===== src/rtl/imu_rfp_pkg.sv =====
// shared types and constants of the imu rate frame parser
package imu_rfp_pkg;

  localparam int FRAME_BYTES_DEF = 11;

  localparam logic [7:0] SYNC_BYTE  = 8'h55;
  localparam logic [7:0] TYPE_ACC   = 8'h51;
  localparam logic [7:0] TYPE_RATE  = 8'h52;
  localparam logic [7:0] TYPE_ANGLE = 8'h53;

  // byte offsets of the rate words inside a frame, low byte first
  localparam int RATE_X_POS = 2;
  localparam int RATE_Y_POS = 4;
  localparam int RATE_Z_POS = 6;

  typedef struct packed {
    logic signed [15:0] rate_z;
    logic signed [15:0] rate_y;
    logic signed [15:0] rate_x;
  } rate_res_t;

endpackage


===== src/rtl/imu_rfp_window.sv =====
// sliding byte window, running checksum and frame check
module imu_rfp_window #(
  parameter int FRAME_BYTES = imu_rfp_pkg::FRAME_BYTES_DEF
) (
  input  logic                  clk,
  input  logic                  rst_n,
  input  logic                  step_en,
  input  logic [7:0]            rx_byte,
  output logic                  res_valid,
  output imu_rfp_pkg::rate_res_t res
);

  localparam int DEPTH  = FRAME_BYTES - 1;
  localparam int FILL_W = $clog2(FRAME_BYTES);

  // only the first FRAME_BYTES-1 bytes are stored; the last byte is the
  // incoming one and is checked against the running sum directly
  logic [7:0]        win_r [DEPTH];
  logic [FILL_W-1:0] fill_r, fill_nxt;
  logic [7:0]        sum_r, sum_nxt;

  logic last_byte;
  logic hdr_ok;
  logic frame_ok;

  assign last_byte = (fill_r == FILL_W'(DEPTH));
  assign hdr_ok    = (win_r[0] == imu_rfp_pkg::SYNC_BYTE) &&
                     ((win_r[1] == imu_rfp_pkg::TYPE_ACC) ||
                      (win_r[1] == imu_rfp_pkg::TYPE_RATE) ||
                      (win_r[1] == imu_rfp_pkg::TYPE_ANGLE));
  assign frame_ok  = last_byte && hdr_ok && (sum_r == rx_byte);

  assign res_valid = step_en && frame_ok && (win_r[1] == imu_rfp_pkg::TYPE_RATE);
  assign res.rate_x = {win_r[imu_rfp_pkg::RATE_X_POS + 1], win_r[imu_rfp_pkg::RATE_X_POS]};
  assign res.rate_y = {win_r[imu_rfp_pkg::RATE_Y_POS + 1], win_r[imu_rfp_pkg::RATE_Y_POS]};
  assign res.rate_z = {win_r[imu_rfp_pkg::RATE_Z_POS + 1], win_r[imu_rfp_pkg::RATE_Z_POS]};

  always_comb begin
    fill_nxt = fill_r;
    sum_nxt  = sum_r;
    if (!last_byte) begin
      fill_nxt = fill_r + 1'b1;
      sum_nxt  = sum_r + rx_byte;
    end else if (frame_ok) begin
      fill_nxt = '0;
      sum_nxt  = '0;
    end else begin
      // oldest byte drops out, new byte enters at the top
      sum_nxt = sum_r - win_r[0] + rx_byte;
    end
  end

  always_ff @(posedge clk) begin
    if (!rst_n) begin
      fill_r <= '0;
      sum_r  <= '0;
    end else if (step_en) begin
      fill_r <= fill_nxt;
      sum_r  <= sum_nxt;
    end
  end

  always_ff @(posedge clk) begin
    if (step_en) begin
      if (!last_byte) begin
        for (int i = 0; i < DEPTH; i++) begin
          if (fill_r == FILL_W'(i)) win_r[i] <= rx_byte;
        end
      end else if (!frame_ok) begin
        for (int i = 0; i < DEPTH - 1; i++) begin
          win_r[i] <= win_r[i+1];
        end
        win_r[DEPTH-1] <= rx_byte;
      end
    end
  end

endmodule


===== src/rtl/imu_rfp_out_stage.sv =====
// output register of the result channel
module imu_rfp_out_stage (
  input  logic                   clk,
  input  logic                   rst_n,
  input  logic                   load,
  input  imu_rfp_pkg::rate_res_t res,
  output logic                   advance,
  output logic                   out_tvalid,
  input  logic                   out_tready,
  output logic [47:0]            out_tdata
);

  logic                   out_valid_r;
  imu_rfp_pkg::rate_res_t out_data_r;

  // the upstream stage may move when this register is empty or drains now
  assign advance    = !out_valid_r || out_tready;
  assign out_tvalid = out_valid_r;
  assign out_tdata  = {out_data_r.rate_z, out_data_r.rate_y, out_data_r.rate_x};

  always_ff @(posedge clk) begin
    if (!rst_n) begin
      out_valid_r <= 1'b0;
    end else if (load) begin
      out_valid_r <= 1'b1;
    end else if (out_tready) begin
      out_valid_r <= 1'b0;
    end
  end

  always_ff @(posedge clk) begin
    if (load) out_data_r <= res;
  end

endmodule


===== src/rtl/imu_rate_frame_parser.sv =====
// top level of the imu rate frame parser
//
// in_*: one received sensor byte per beat (in_tdata = rx_byte).
// out_*: one beat per accepted angular rate frame (header 0x55, kind 0x52,
//   8-bit sum of the first ten bytes equal to the eleventh byte).
//   out_tdata packs rate_x, rate_y, rate_z, signed raw counts of
//   2000/32768 deg/s each. acceleration and angle frames are consumed
//   silently, a failed check drops the oldest byte and the scan goes on.
// path: the frame's last byte is held in the input register, then the window
//   step checks it and loads the output register that drives out_tvalid; a
//   stalled output register holds the window step back.
// throughput: one byte per cycle unless a stalled result beat holds the input;
//   with the running checksum held in the window, a byte is one add and one compare.
// a stalled receiver holds the output register; one more byte still
//   enters the input register, after which in_tready drops until the
//   result beat is taken.
// reset (rst_n low, synchronous) empties the window, the checksum and
//   both pipeline registers.
module imu_rate_frame_parser #(
  parameter int FRAME_BYTES = imu_rfp_pkg::FRAME_BYTES_DEF
) (
  input  logic        clk,
  input  logic        rst_n,
  input  logic        in_tvalid,
  output logic        in_tready,
  input  logic [7:0]  in_tdata,    // [7:0] rx_byte
  output logic        out_tvalid,
  input  logic        out_tready,
  output logic [47:0] out_tdata    // [15:0] rate_x, [31:16] rate_y, [47:32] rate_z
);

  logic       s1_valid_r;
  logic [7:0] s1_byte_r;
  logic       advance;
  logic       step_en;
  logic       res_valid;
  imu_rfp_pkg::rate_res_t res;

  assign in_tready = !s1_valid_r || advance;
  assign step_en   = s1_valid_r && advance;

  always_ff @(posedge clk) begin
    if (!rst_n) begin
      s1_valid_r <= 1'b0;
    end else if (in_tvalid && in_tready) begin
      s1_valid_r <= 1'b1;
    end else if (advance) begin
      s1_valid_r <= 1'b0;
    end
  end

  always_ff @(posedge clk) begin
    if (in_tvalid && in_tready) s1_byte_r <= in_tdata;
  end

  imu_rfp_window #(
    .FRAME_BYTES (FRAME_BYTES)
  ) u_window (
    .clk       (clk),
    .rst_n     (rst_n),
    .step_en   (step_en),
    .rx_byte   (s1_byte_r),
    .res_valid (res_valid),
    .res       (res)
  );

  imu_rfp_out_stage u_out (
    .clk        (clk),
    .rst_n      (rst_n),
    .load       (res_valid),
    .res        (res),
    .advance    (advance),
    .out_tvalid (out_tvalid),
    .out_tready (out_tready),
    .out_tdata  (out_tdata)
  );

endmodule


===== config.mk =====
export PLATFORM = sky130hd
export DESIGN_NAME = imu_rate_frame_parser
export DESIGN_NICKNAME = d
export VERILOG_FILES = /design/src/rtl/imu_rfp_pkg.sv /design/src/rtl/imu_rfp_window.sv /design/src/rtl/imu_rfp_out_stage.sv /design/src/rtl/imu_rate_frame_parser.sv
export SDC_FILE = /design/constraint.sdc
export NUM_CORES = 1
export LEC_CHECK = 0
export ABC_AREA = 1
export BUFFER_PORTS_ARGS = -buffer_cell sky130_fd_sc_hd__buf_2
export CORE_MARGIN = 2
export CORE_UTILIZATION = 59
export CTS_CLUSTER_SIZE = 25
export DETAILED_ROUTE_END_ITERATION = 8
export HOLD_SLACK_MARGIN = 0.08
export PLACE_DENSITY = 0.87
export SYNTH_ARGS = -nofsm -noshare
export SYNTH_HDL_FRONTEND = slang
export SYNTH_SLANG_ARGS = --single-unit

===== constraint.sdc =====
create_clock -name clk -period 7.7 [get_ports clk]
set_input_delay 1.155 -clock clk [delete_from_list [all_inputs] [get_ports clk]]
set_output_delay 1.155 -clock clk [all_outputs]
set_load 0.005 [all_outputs]

==> impl_metrics.env <==
export IMPL_rsz0062_at_grt="false"
export IMPL_post_route_drc_count=0
export IMPL_max_vdd_ir_drop_v=0.000208
export IMPL_diodes=0
export IMPL_cts_max_path_buffers=2
export IMPL_drive_gt1_frac=0.162
export IMPL_synthSimpleGateAreaFrac=0.197
export IMPL_initial_core_util=0.598
export IMPL_r2r_start="s1_byte_r[3]"
export IMPL_muxShareOfSynthArea=0
export IMPL_cts_tree="built"
export IMPL_crit_arrival_ns=3.59
export IMPL_critPathKind="primary input to register"
export IMPL_crit_path_start="out_tready"
export IMPL_antenna_found_initial=0
export IMPL_cts_resized=0
export IMPL_grt_pass1_wl_mm=25.4
export IMPL_final_nets=762
export IMPL_clock_skew_ns=0.0113
export IMPL_syn_avg_cell_area_um2=10.5
export IMPL_routed_via_density=5.62
export IMPL_nFillCells=778
export IMPL_die_h_um=111
export IMPL_syn_to_final_growth_pct=15.4
export IMPL_dieArea_um2=12400
export IMPL_drtIter0Drc=601
export IMPL_worst_hold_path_type="register to register"
export IMPL_final_util=0.690
export IMPL_grt_max_degree=82
export IMPL_end_kind="register"
export IMPL_firstDrtPassIters=8
export IMPL_syn_nets=683
export IMPL_fin_area_um2=7810
export IMPL_ys_seq_area_frac=0.644
export IMPL_setup_tns_ns=0
export IMPL_worst_pin_slew_ns=1.30
export IMPL_fin_crit_ns=3.44
export IMPL_crit_path_frequent_cell="nand2_1"
export IMPL_synth_top_family_by_area="simple AND/OR/NAND/NOR gates"
export IMPL_htreeDepth=4
export IMPL_synth_cell_types=28
export IMPL_cp_buffers_inverters=5
export IMPL_maxCapViolCount=0
export IMPL_wire_per_inst_um=18.5
export IMPL_power_density_nw_per_um2=240
export IMPL_grt_pass1_vias=4923
export IMPL_vias=4964
export IMPL_ys_ff_latch=150
export IMPL_hpwl_mm=11.0
export IMPL_core_area_um2=11300
export IMPL_ios=62
export IMPL_crit_slowest_cell="buf_4"
export IMPL_hold_buffers=0
export IMPL_max_freq_mhz=291
export IMPL_critPathMaxFanout=81
export IMPL_path_delay_family="buffers and inverters"
export IMPL_fp_dieW_um=111
export IMPL_path_clk_slew_ns=0.07
export IMPL_synth_cells=648
export IMPL_cts_root_buf="clkbuf_16"
export IMPL_syn_area_um2=6770
export IMPL_finalSetupViolCount=0
export IMPL_yosysWarnings=0
export IMPL_slowest_delay_ns=0.63
export IMPL_fin_crit_sh=0.447
export IMPL_portBuffers=61
export IMPL_synth_compound_area_frac=0.0349
export IMPL_finalMaxSlewViolations=0
export IMPL_gr_total_overflow=0
export IMPL_start_kind="primary input"
export IMPL_finalHoldViolations=0
export IMPL_synth_xor_area_frac=0.00776
export IMPL_worstPathRequired_ns=7.85
export IMPL_path_cells="buf_2 > nor2_1 > inv_1 > nand2_1 > inv_2 > nand3_2 > nand2_2 > buf_4 > inv_4 > nand2_1 > nand2_1"
export IMPL_row_count=39
export IMPL_place_congestion=0.978
export IMPL_grtUsageTotal=0.271
export IMPL_cts_buffers=17
export IMPL_status="finished clean"
export IMPL_clock_latency_ns=0.42
export IMPL_max_slew_margin=0.126
export IMPL_clkSinkCount=150
export IMPL_routed_wl_mm=16.3
export IMPL_p_leak_nw=3.30
export IMPL_post_dp_cell_area_um2=7230
export IMPL_cts_setup_buffers=0
export IMPL_drtAntennaViolNets=0
export IMPL_hp_start="u_window.win_r[6][4]"
export IMPL_synth_fa_ha_area_frac=0.0514
cells by family after synthesis:
| group | after synthesis |
|---|---|
| AOI/OAI and AO/OA | 45 |
| DFF | 150 |
| and+or+nand+nor | 327 |
| adders and majority gates | 23 |
| buffers and inverters | 97 |
| xor gates and xnor gates | 6 |
final cells by class:
cell class	count	area, um2	area share
Sequential cell	150	4360	0.559
Timing Repair Buffer	71	380	0.0487
Clock inverter	15	160	0.0205
Tap cell	143	179	0.0229
Inverter	86	325	0.0416
Clock buffer	17	425	0.0545
Multi-Input combinational cell	401	1980	0.253
through the flow:
stage | instances | power (mW) | hold slack, ns | worst slack (ns)
floorplan | 648 | 1.02 | 0.427 | 1.96
global placement | 851 | 1.05 | 0.434 | 4.10
detailed placement | 851 | 1.06 | 0.435 | 3.95
CTS | 883 | 1.87 | 0.449 | 4.34
global route | 883 | 1.92 | 0.453 | 4.10
finish | 883 | 1.87 | 0.445 | 4.26
placed cells by master, fill, tap and decap left out, drive strengths merged, types with 8 or more instances in the layout:
cell / synthesis / layout
nand2: 243 / 243
ha: 15 / 15
a21oi: 24 / 24
nand3: 24 / 24
clkbuf: 0 / 17
o21ai: 15 / 15
edfxtp: 136 / 136
nor2: 44 / 44
buf: 11 / 71
nand4: 11 / 11
fa: 8 / 8
dfxtp: 14 / 14
inv: 85 / 92
flip-flops by register name, summed over array words and instances, names as in the netlist:
signal            cells
u_window.sum_r        8
u_out.out_tdata      48
u_out.out_tvalid      1
s1_byte_r             8
s1_valid_r            1
u_window.win_r       80
u_window.fill_r       4
cell usage after synthesis, drive strengths merged:
| library cell | instances | area share |
|---|---|---|
| o21ai | 15 | 0.011 |
| fa | 8 | 0.024 |
| xnor2 | 1 | 0.0013 |
| o31ai | 1 | 0.0011 |
| nor3 | 3 | 0.0022 |
| edfxtp | 136 | 0.60 |
| a21oi | 24 | 0.018 |
| ha | 15 | 0.028 |
| or2 | 2 | 0.0018 |
| nand3 | 24 | 0.018 |
| dfxtp | 14 | 0.041 |
| nand4 | 11 | 0.010 |
| xor2 | 5 | 0.0065 |
| clkinv | 1 | 0.00055 |
| nand2 | 243 | 0.14 |
| nor2 | 44 | 0.025 |
| inv | 85 | 0.047 |
| buf | 11 | 0.016 |
| o21a | 2 | 0.0022 |
| o22ai | 3 | 0.0028 |
worst register-to-register path: stages (launching register included):
cell and delay (ns):
edfxtp_1 0.45, ha_1 0.43, inv_1 0.10, nand2_1 0.09, nor2_1 0.05, nand2_1 0.09, nor2_1 0.05, nand2_1 0.10
nand3_2 0.21, nand2_2 0.13, buf_4 0.63, inv_4 0.26, nand2_1 0.36, nand2_1 0.12
layer usage:
| layer | vias up | share of wire | GRT usage |
|---|---|---|---|
| met1 | 2305 | 0.38 | 0.329 |
| li1 | 2283 | - | - |
| met5 | - | 0 | 0 |
| met3 | 63 | 0.084 | 0.0656 |
| met4 | 0 | 0.046 | 0.128 |
| met2 | 313 | 0.49 | 0.460 |
power breakdown:
group          switching, mW  leakage (nW)  internal, mW
sequential            0.0124          1.37         0.893
combinational         0.0901          1.64        0.0465
clock                  0.371         0.286         0.459
total                  0.473          3.30          1.40
path summary, 6_finish.rpt:
path,to,slack [ns],cells past startpoint
setup / recovery,u_window.win_r[2][4],4.26,11
hold / removal,u_out.out_tdata[36],0.44,0
setup reg to reg,u_window.win_r[2][4],4.35,13
hold reg to reg,u_out.out_tdata[36],0.44,0
No activity file was read; power rests on OpenSTA's default activity.
